--- src/rtl/core/alternate_block_reverser_macros.svh ---
// Assertion macros for the alternate block reverser.
// Uses the module's clock i_clk; ABR_ASSERT also uses its active-low reset i_rst_n.
`ifndef ALTERNATE_BLOCK_REVERSER_MACROS_SVH
`define ALTERNATE_BLOCK_REVERSER_MACROS_SVH

`ifndef ASSERT_OFF

`define ABR_ASSERT(lbl, prop, msg) \
    lbl: assert property (@(posedge i_clk) disable iff (!i_rst_n) prop) else $error(msg);

`define ABR_ASSERT_ALWAYS(lbl, prop, msg) \
    lbl: assert property (@(posedge i_clk) prop) else $error(msg);

`else

`define ABR_ASSERT(lbl, prop, msg)

`define ABR_ASSERT_ALWAYS(lbl, prop, msg)

`endif

`endif

--- src/rtl/core/abr_pkg.sv ---
package abr_pkg;

    localparam int MAX_GROUP = 16;
    localparam int CNT_W     = $clog2(MAX_GROUP + 1);
    localparam int IDX_W     = $clog2(MAX_GROUP);
    localparam int CFG_W     = 5;
    localparam int ELEM_W    = 32;
    localparam int QDEPTH    = 2;
    localparam int QPTR_W    = $clog2(QDEPTH);
    localparam int QCNT_W    = $clog2(QDEPTH + 1);

    localparam logic [CFG_W-1:0] BLOCK_LENGTH_RESET = CFG_W'(2);

    typedef enum logic [1:0] {
        OP_PUSH,
        OP_PASS,
        OP_FLUSH
    } t_op;

    typedef enum logic {
        ST_TAKE,
        ST_DRAIN
    } t_back_state;

    typedef struct packed {
        t_op                      op;
        logic signed [ELEM_W-1:0] element;
        logic                     fin;
    } t_cmd;

endpackage

--- src/rtl/core/abr_front.sv ---
module abr_front (
    input  logic                              i_clk,
    input  logic                              i_rst_n,
    input  logic                              i_valid,
    output logic                              o_stall,
    input  logic signed [abr_pkg::ELEM_W-1:0] i_element,
    input  logic                              i_final_element,
    input  logic                              i_cfg_we,
    input  logic [abr_pkg::CFG_W-1:0]         i_cfg_data,
    input  logic                              i_q_full,
    output logic                              o_q_push,
    output abr_pkg::t_cmd                     o_cmd
);
    import abr_pkg::*;

    logic [CFG_W-1:0] r_block_length;
    logic             r_phase;
    logic             n_phase;
    logic [CNT_W-1:0] r_pass_cnt;
    logic [CNT_W-1:0] n_pass_cnt;
    logic [CNT_W-1:0] r_fill;
    logic [CNT_W-1:0] n_fill;
    logic [CNT_W-1:0] eff_len;
    logic [CNT_W-1:0] pass_inc;
    logic [CNT_W-1:0] fill_inc;
    logic             accept;

    always_comb begin
        if (r_block_length == '0) begin
            eff_len = CNT_W'(1);
        end else if (int'(r_block_length) > MAX_GROUP) begin
            eff_len = CNT_W'(MAX_GROUP);
        end else begin
            eff_len = CNT_W'(r_block_length);
        end
    end

    assign accept   = i_valid && !i_q_full;
    assign o_stall  = i_q_full;
    assign o_q_push = accept;
    assign pass_inc = r_pass_cnt + CNT_W'(1);
    assign fill_inc = r_fill + CNT_W'(1);

    always_comb begin
        n_phase       = r_phase;
        n_pass_cnt    = r_pass_cnt;
        n_fill        = r_fill;
        o_cmd.element = i_element;
        o_cmd.fin     = i_final_element;
        o_cmd.op      = OP_PUSH;
        if (r_phase) begin
            o_cmd.op = OP_PASS;
            if (i_final_element || pass_inc >= eff_len) begin
                n_phase    = 1'b0;
                n_pass_cnt = '0;
            end else begin
                n_pass_cnt = pass_inc;
            end
        end else begin
            if (i_final_element || fill_inc >= eff_len) begin
                o_cmd.op   = OP_FLUSH;
                n_fill     = '0;
                n_pass_cnt = '0;
                n_phase    = !i_final_element;
            end else begin
                n_fill = fill_inc;
            end
        end
    end

    always_ff @(posedge i_clk) begin
        if (!i_rst_n) begin
            r_block_length <= BLOCK_LENGTH_RESET;
            r_phase        <= 1'b0;
            r_pass_cnt     <= '0;
            r_fill         <= '0;
        end else begin
            if (i_cfg_we) begin
                r_block_length <= i_cfg_data;
            end
            if (accept) begin
                r_phase    <= n_phase;
                r_pass_cnt <= n_pass_cnt;
                r_fill     <= n_fill;
            end
        end
    end

endmodule

--- src/rtl/core/abr_queue.sv ---
module abr_queue (
    input  logic          i_clk,
    input  logic          i_rst_n,
    input  logic          i_push,
    input  abr_pkg::t_cmd i_cmd,
    output logic          o_full,
    input  logic          i_pop,
    output logic          o_valid,
    output abr_pkg::t_cmd o_cmd
);
    import abr_pkg::*;

    t_cmd              r_entry [QDEPTH];
    logic [QPTR_W-1:0] r_wptr;
    logic [QPTR_W-1:0] r_rptr;
    logic [QCNT_W-1:0] r_count;
    logic              do_push;
    logic              do_pop;

    assign o_full  = (r_count == QCNT_W'(QDEPTH));
    assign o_valid = (r_count != '0);
    assign o_cmd   = r_entry[r_rptr];
    assign do_push = i_push && !o_full;
    assign do_pop  = i_pop && o_valid;

    always_ff @(posedge i_clk) begin
        if (do_push) begin
            r_entry[r_wptr] <= i_cmd;
        end
    end

    always_ff @(posedge i_clk) begin
        if (!i_rst_n) begin
            r_wptr  <= '0;
            r_rptr  <= '0;
            r_count <= '0;
        end else begin
            if (do_push) begin
                r_wptr <= (r_wptr == QPTR_W'(QDEPTH - 1)) ? '0 : r_wptr + QPTR_W'(1);
            end
            if (do_pop) begin
                r_rptr <= (r_rptr == QPTR_W'(QDEPTH - 1)) ? '0 : r_rptr + QPTR_W'(1);
            end
            if (do_push && !do_pop) begin
                r_count <= r_count + QCNT_W'(1);
            end else if (do_pop && !do_push) begin
                r_count <= r_count - QCNT_W'(1);
            end
        end
    end

endmodule

--- src/rtl/core/abr_back.sv ---
`include "alternate_block_reverser_macros.svh"

module abr_back (
    input  logic                              i_clk,
    input  logic                              i_rst_n,
    input  logic                              i_q_valid,
    input  abr_pkg::t_cmd                     i_cmd,
    output logic                              o_pop,
    output logic                              o_valid,
    input  logic                              i_stall,
    output logic signed [abr_pkg::ELEM_W-1:0] o_out_element,
    output logic                              o_out_final
);
    import abr_pkg::*;

    t_back_state              r_state;
    t_back_state              n_state;
    logic signed [ELEM_W-1:0] r_store [MAX_GROUP];
    logic [CNT_W-1:0]         r_sp;
    logic [CNT_W-1:0]         n_sp;
    logic                     r_fin;
    logic                     n_fin;
    logic                     r_valid;
    logic signed [ELEM_W-1:0] r_out_element;
    logic                     r_out_final;
    logic                     out_free;
    logic                     store_we;
    logic                     load;
    logic                     load_final;
    logic [IDX_W-1:0]         rd_idx;
    logic                     take_push;

    assign out_free      = !r_valid || !i_stall;
    assign rd_idx        = IDX_W'(r_sp - CNT_W'(1));
    assign o_valid       = r_valid;
    assign o_out_element = r_out_element;
    assign o_out_final   = r_out_final;
    assign take_push     = (r_state == ST_TAKE) && i_q_valid && (i_cmd.op == OP_PUSH);

    always_comb begin
        n_state = r_state;
        case (r_state)
            ST_TAKE: begin
                if (i_q_valid && i_cmd.op == OP_FLUSH && out_free && r_sp != '0) begin
                    n_state = ST_DRAIN;
                end
            end
            ST_DRAIN: begin
                if (out_free && r_sp == CNT_W'(1)) begin
                    n_state = ST_TAKE;
                end
            end
            default: n_state = ST_TAKE;
        endcase
    end

    always_comb begin
        o_pop      = 1'b0;
        store_we   = 1'b0;
        load       = 1'b0;
        load_final = 1'b0;
        n_sp       = r_sp;
        n_fin      = r_fin;
        case (r_state)
            ST_TAKE: begin
                if (i_q_valid) begin
                    case (i_cmd.op)
                        OP_PUSH: begin
                            o_pop    = 1'b1;
                            store_we = 1'b1;
                            n_sp     = r_sp + CNT_W'(1);
                        end
                        OP_PASS: begin
                            if (out_free) begin
                                o_pop      = 1'b1;
                                load       = 1'b1;
                                load_final = i_cmd.fin;
                            end
                        end
                        OP_FLUSH: begin
                            if (out_free) begin
                                o_pop      = 1'b1;
                                load       = 1'b1;
                                load_final = i_cmd.fin && (r_sp == '0);
                                n_fin      = i_cmd.fin;
                            end
                        end
                        default: ;
                    endcase
                end
            end
            ST_DRAIN: begin
                if (out_free) begin
                    load       = 1'b1;
                    load_final = r_fin && (r_sp == CNT_W'(1));
                    n_sp       = r_sp - CNT_W'(1);
                end
            end
            default: ;
        endcase
    end

    always_ff @(posedge i_clk) begin
        if (store_we) begin
            r_store[r_sp[IDX_W-1:0]] <= i_cmd.element;
        end
    end

    always_ff @(posedge i_clk) begin
        if (load) begin
            if (r_state == ST_DRAIN) begin
                r_out_element <= r_store[rd_idx];
            end else begin
                r_out_element <= i_cmd.element;
            end
            r_out_final <= load_final;
        end
    end

    always_ff @(posedge i_clk) begin
        if (!i_rst_n) begin
            r_state <= ST_TAKE;
            r_sp    <= '0;
            r_fin   <= 1'b0;
            r_valid <= 1'b0;
        end else begin
            r_state <= n_state;
            r_sp    <= n_sp;
            r_fin   <= n_fin;
            if (load) begin
                r_valid <= 1'b1;
            end else if (!i_stall) begin
                r_valid <= 1'b0;
            end
        end
    end

    `ABR_ASSERT(a_drain_not_empty, (r_state == ST_DRAIN) |-> (r_sp != '0), "Draining an empty stack")
    `ABR_ASSERT(a_push_has_room, take_push |-> (r_sp < CNT_W'(MAX_GROUP)), "Push into full stack")
    `ABR_ASSERT(a_drain_emits, (r_state == ST_DRAIN && out_free) |=> o_valid, "Drain gave no word")
    `ABR_ASSERT_ALWAYS(a_reset_clears, (!i_rst_n) |=> (!o_valid && r_sp == '0), "Reset left state")

endmodule

--- src/rtl/core/alternate_block_reverser.sv ---
// Reorders a word stream in alternating groups of block_length words: the first group
// leaves reversed, the next passes unchanged, and so on; a short final reversing group
// leaves reversed, and the last output word carries o_out_final. Accepted words are
// classified by a front stage and queued (two entries) to a back engine that owns the
// 16-entry reversal stack and the output register. The back engine handles one queued
// word or one output word per cycle while the output is not stalled: a passed word goes
// out directly, and a reversing group is stacked but for its last word, which leaves
// first, then the stack is emitted in reverse. The front accepts a word every cycle
// while the queue has room. block_length may only be written while the block is idle.
module alternate_block_reverser (
    input  logic                              i_clk,
    input  logic                              i_rst_n,
    input  logic                              i_valid,
    output logic                              o_stall,
    input  logic signed [abr_pkg::ELEM_W-1:0] i_element,
    input  logic                              i_final_element,
    input  logic                              i_cfg_we,
    input  logic [abr_pkg::CFG_W-1:0]         i_cfg_data,
    output logic                              o_valid,
    input  logic                              i_stall,
    output logic signed [abr_pkg::ELEM_W-1:0] o_out_element,
    output logic                              o_out_final
);
    import abr_pkg::*;

    t_cmd front_cmd;
    t_cmd queue_cmd;
    logic q_push;
    logic q_full;
    logic q_valid;
    logic q_pop;

    abr_front u_front (
        .i_clk           (i_clk),
        .i_rst_n         (i_rst_n),
        .i_valid         (i_valid),
        .o_stall         (o_stall),
        .i_element       (i_element),
        .i_final_element (i_final_element),
        .i_cfg_we        (i_cfg_we),
        .i_cfg_data      (i_cfg_data),
        .i_q_full        (q_full),
        .o_q_push        (q_push),
        .o_cmd           (front_cmd)
    );

    abr_queue u_queue (
        .i_clk   (i_clk),
        .i_rst_n (i_rst_n),
        .i_push  (q_push),
        .i_cmd   (front_cmd),
        .o_full  (q_full),
        .i_pop   (q_pop),
        .o_valid (q_valid),
        .o_cmd   (queue_cmd)
    );

    abr_back u_back (
        .i_clk         (i_clk),
        .i_rst_n       (i_rst_n),
        .i_q_valid     (q_valid),
        .i_cmd         (queue_cmd),
        .o_pop         (q_pop),
        .o_valid       (o_valid),
        .i_stall       (i_stall),
        .o_out_element (o_out_element),
        .o_out_final   (o_out_final)
    );

endmodule

--- config.mk ---
export PLATFORM = sky130hd
export DESIGN_NAME = alternate_block_reverser
export DESIGN_NICKNAME = d
export VERILOG_FILES = /design/src/rtl/core/abr_pkg.sv /design/src/rtl/core/abr_front.sv /design/src/rtl/core/abr_queue.sv /design/src/rtl/core/abr_back.sv /design/src/rtl/core/alternate_block_reverser.sv
export VERILOG_INCLUDE_DIRS = /design/src /design/src/rtl/core
export SDC_FILE = /design/constraint.sdc
export NUM_CORES = 1
export LEC_CHECK = 0
export BUFFER_PORTS_ARGS = -buffer_cell sky130_fd_sc_hd__buf_2
export CAP_MARGIN = 20
export CORE_UTILIZATION = 45
export DETAILED_ROUTE_END_ITERATION = 16
export HOLD_SLACK_MARGIN = 0.02
export PLACE_DENSITY_LB_ADDON = 0.08
export SYNTH_ARGS = -nofsm -noshare
export SYNTH_HDL_FRONTEND = slang
export SYNTH_SLANG_ARGS = --single-unit
--- constraint.sdc ---
create_clock -name i_clk -period 4.35 [get_ports i_clk]
set_input_delay 0.6525 -clock i_clk [delete_from_list [all_inputs] [get_ports i_clk]]
set_output_delay 0.6525 -clock i_clk [all_outputs]
set_load 0.005 [all_outputs]
## Word level (Yosys, flattened, before mapping)

Memories as Yosys holds them, arrays and structs flattened. A register that Yosys moved wholly into a read port is not among the register bits.
Index checks and enable logic that the tools add are counted.
W data, S select, Z words.

- Reduce and logical (&&, ||, !) cells: 32
- $add $sub $neg: 8
- Eq/ne operators: 8
- Muxes and demuxes: 47
- $lt $le $gt $ge: 3
- Bitwise gates (word level): 2

Operators with widths:

| kind | number |
|---|---|
| $mux W5 | 9 |
| $mux W32 | 1 |
| $mux W1 | 27 |
| $add A5 B1 Y5 const B | 3 |
| $logic_and A1 B1 Y1 | 11 |
| $ge A5 B5 Y1 | 2 |
| $logic_not A5 Y1 | 2 |
| $pmux W1 S2 | 5 |
| $pmux W5 S2 | 1 |
| $mux W2 | 4 |
| $logic_not A1 Y1 | 6 |
| $reduce_bool A2 Y1 | 3 |
| $eq A5 B1 Y1 const B | 1 |
| $gt A5 B5 Y1 const B | 1 |
| $reduce_bool A5 Y1 | 1 |
| $sub A5 B1 Y5 const B | 1 |
| $eq A2 B2 Y1 const B | 2 |
| $ne A2 B1 Y1 const B | 2 |
| $ne A2 B2 Y1 const B | 2 |
| $reduce_and A2 Y1 | 2 |
| $reduce_and A4 Y1 | 1 |
| $logic_or A1 B1 Y1 | 3 |
| $reduce_and A3 Y1 | 1 |
| $add A1 B1 Y1 const B | 2 |
| other kinds (6) | 7 |

- Word-level logic and storage cells: 115
- Flip-flop bits (word level): 61
- Memory bits (writable): 582
- Output and inout bits: 35
- Memories kept: 2
- Input bits: 43

Memory list:

| memory | depth | bits a word | read ports | clocked after memory_dff | write ports | RTL line | source |
|---|---|---|---|---|---|---|---|
| u_back.r_store | 16 | 32 | 1 | 0 | 1 | abr_back.sv:18 | `logic signed [ELEM_W-1:0] r_store [MAX_GROUP];` |
| u_queue.r_entry | 2 | 35 | 1 | 1 | 1 | abr_queue.sv:13 | `t_cmd r_entry [QDEPTH];` |

## Longest topological paths before layout

- Depth in word-level cells: 10
- Gate-level depth with buffers: 12
- Depth with buffers taken out: 10

## Cells and area by module

Synthesis repeated with hierarchy kept, for this count alone.

- Cells, all modules: 1234
- Area, all modules: 25498.2 sq um

Modules (own cells, without submodules):

| module | cells each | sequential area each (sq um) | times used | area an instance (sq um) |
|---|---|---|---|---|
| abr_back | 940 | 16525.8 | 1 | 21431.8 |
| abr_queue | 134 | 2202.1 | 1 | 2760.1 |
| abr_front | 160 | 320.3 | 1 | 1306.3 |

## Worst setup path after synthesis

Ideal clock, no wire load.

- Path type: flip-flop to flip-flop
- Start point: reg with a tool-made name
- End point: mem u_back.r_store[14][0] (enable)
- Setup time: 421 ps
- Arrival: 3070 ps
- Stages on the path, launching flop included: 8
- Clock period less this slack: 3491 ps
- Required time: 3929 ps
- Path slack: 859 ps
- Path buffers: 2
- Cells stage by stage: dfxtp_1 -> clkbuf_1 -> buf_2 -> mux2i_1 -> ha_1 -> nor3b_2 -> nand2_1 -> nor2_1

RTL lines:

| what | RTL line |
|---|---|
| to (decl) | abr_back.sv:18 |

==> out/results.tsv <==
stage	metric	value	unit
run_status	run_status	finished clean	
power	power	19.2	mW
setup_path	reg2reg_slack	1.09	ns
placement	hpwl_detailed	32900	µm
placement	buffer_ports.inserted	77	
cells_and_area	fraction_of_layout_instances_using_a_drive_strength_above_1	27.9	%
setup_path	timing.setup.critical_path_class	reg -> reg	
synth	synth_async_sr_flop_share	0	%
route	route.vias.total	12200	
route	drt_pass1_iterations	5	
route	detail_route.drc_violations	0	
cells_and_area	syn_to_final_growth	14.5	%
global_route	antenna_violations_before_repair	0	
synth	ys_seq_area_share	76.3	%
clocking	clock_path_buffers	3	
setup_path	endpoint_type_of_the_worst_setup_path	flop	
synth	synth_commonest_cells	edfxtp_1, nor2_1, mux4_2, mux2i_1, a31oi_1	
clocking	cts_tree	built	
global_route	vias_in_the_first_global_route	12600	
power	max-vdd-ir-drop	550	µV
clocking	numCtsBuffers	69	
global_route	grt_pass1_wl	82200	µm
hold_path	min_from	i_element[26]	
clocking	cts-resized-gates	0	
setup_path	r2r.worst_path.cells	6	
setup_path	crit_path_start_kind	flop	
power	cellLeakagePower	9.22	nW
hold_path	min_delay_worst_endpoint	u_queue.r_entry[1][27]	
synth	syn-mean-instance-area	19.8	µm²
cells_and_area	finalNetCount	1445	
setup_path	crit-reg2reg-capture	u_back.r_store[14][18]	
route	ant_nets	0	
timing	tns	0	ns
flow_run	cap_violations	0	
power	pwr_density_cell	672	nW/µm²
clocking	clock_sinks	644	
timing	setup-violations-final	0	
timing	worstMarginPinSlew	1.03	ns
placement	postPlaceCellArea	26500	µm²
hold_path	hold_path_depth	1	
floorplan	design.die.area	56400	µm²
setup_path	critPathMaxFanout	18	
timing	maxClockFrequency	0.307	GHz
setup_path	crit_chain	mux2i_1, ha_1, nor3b_2, nand2_1, nor2_4, buf_4	
synth	synth_top_area_share	74.0	%
clocking	cts_setup_buffers	0	
synth	synth_enable_flop_cells	615	
synth	synth.yosys.warnings	0	
route	detailedRoute.firstIterationViolations	1084	
synth	yosys_most_used_dff	edfxtp_1	
clocking	postCtsHoldBufs	0	
clocking	cts_root_buffer	clkbuf_16	
timing	rsz0062_at_grt	no	
route	routed_wl	54800	µm
cells_and_area	fillCellCount	4322	
setup_path	cp_data_required_time	4.63	ns
cells_and_area	num_antenna_cells	0	
clocking	cts_htree_levels	3	
timing	finalCriticalPeriod	3.26	ns
global_route	grt_max_degree	93	
floorplan	area_of_the_core_region	54300	µm²
clocking	clock_latency	0.59	ns
timing	clock_skews	0.0154	ns
route	avgRoutedWirePerCell	25.2	µm
global_route	grt_util_all_layers	20.0	%
timing	worst_hold_slack	0.245	ns
route	vias_per_cell	5.61	
placement	place_congestion	0.771	
floorplan	fp-row-count	85	
floorplan	die_y	238	µm
timing	maxSlewHeadroom	31.1	%
timing	finalHoldViolations	0	
synth	synth.cell_area	25000	µm²
floorplan	dieWidth	238	µm
global_route	grt_overflow	0	
timing	fin_crit_sh	75.0	%
cells_and_area	final_core_util	52.6	%
synth	synth.largest_area_cell	edfxtp_1	
synth	ys_types	53	
timing	final_max_slew_viol_count	0	
setup_path	cpMaxStageDelayCell	dfxtp_2	
setup_path	cp_slowest_stage_delay	0.69	ns
clocking	cts.reportedPaths.clkPinSlew	0.06	ns
floorplan	initial_core_util	45.9	%
synth	postSynthCellCount	1263	
setup_path	cp_data_arrival_time	3.54	ns
synth	number_of_register_bits_inferred_by_synthesis	644	
synth	yosys.cell_count.top_type	edfxtp_1	
cells_and_area	design_area	28600	µm²
synth	synth.top_cells.by_area	edfxtp_1, mux4_2, dfxtp_1, nor2_1, mux2i_1	
hold_path	hold_path_class	in -> reg	
synth	synthesized_netlist_net_count	1325	
floorplan	io_pins	78	
-- kinds of logic (layout without fill, tap and decap cells) --
group | count (synthesis) | count (layout) | share of synthesized area, %
buf+inv | 75 | 244 | 1.34
compound gates | 104 | 104 | 2.72
fa+ha+maj | 21 | 21 | 1.04
simple gates | 204 | 204 | 3.46
flops | 644 | 644 | 76.3
mux | 200 | 200 | 14.6
xor+xnor | 15 | 15 | 0.556
-- power breakdown --
part | internal, mW | leakage [nW] | switching (mW) | total (mW)
Combinational | 2.19 | 2.40 | 3.56 | 5.74
Clock | 3.17 | 1.01 | 2.30 | 5.47
Sequential | 7.80 | 5.80 | 0.187 | 7.99
-- cell type report --
class                   count  area (µm²)  area share, %
clock buffers              89        1840           6.45
clock inverters            31         238          0.831
inverters                  10        37.5          0.131
multi-input cells         544        5770           20.2
flip-flops and latches    644       19100           66.6
well taps                 739         925           3.23
repair buffers            114         726           2.54
-- placed cells by master (no fill, tap or decap), types with 7 or more instances in the layout --
cell         n
mux2_2      32
o22ai_1     32
nand3_1     11
buf_4       32
xnor2_1      7
clkinv_2     7
buf_2       77
mux2i_1     40
nor2_4      17
a21oi_1     15
nand2_1     29
clkbuf_16   71
dfxtp_1     26
a31oi_1     35
edfxtp_1   615
mux4_2     128
ha_1        18
nor2_1     117
clkbuf_1    18
inv_1        9
clkinv_1    14
-- registers in the layout, summed over array words and instances (netlist names), 2 cells and up, named ones only --
name and count:
u_back.o_out_element 32, u_front.r_block_length 5, u_queue.r_count 2, u_back.r_sp 5, u_front.r_pass_cnt 5, u_front.r_fill 5, u_back.r_store 512, u_queue.r_entry 70
-- how the worst max path moves through the flow --
stage,endpoint,cells past startpoint,from
2_1_floorplan,u_back.r_store[14][0],7,flop
3_3_place_gp,u_back.r_store[14][22],6,flop
3_5_place_dp,u_back.r_store[14][22],6,flop
4_1_cts,u_back.r_store[14][25],6,flop
5_1_grt,u_back.r_store[14][25],6,flop
6_report,u_back.r_store[14][18],6,flop
-- through the flow --
step	instances	setup slack, ns
2_1_floorplan	1263	0.859
3_3_place_gp	2050	1.12
3_5_place_dp	2050	1.06
4_1_cts	2170	1.05
5_1_grt	2171	0.860
6_report	2171	1.09
-- worst max-delay path, delay by kind of cell (launching register included) --
family | cells | cell delay [ns]
and+or+nand+nor | 3 | 1.34
DFF | 1 | 0.69
muxes | 1 | 0.38
buffers and inverters | 1 | 0.32
adders and majority gates | 1 | 0.20
-- layer usage --
layer,vias up,GRT usage (%),part of all wire [%]
met5,-,0,0
met1,6413,30.6,47
li1,5373,-,-
met2,324,29.4,45
met4,0,5.65,1.7
met3,71,3.73,5.5
Power figures use the tool's default switching activity.
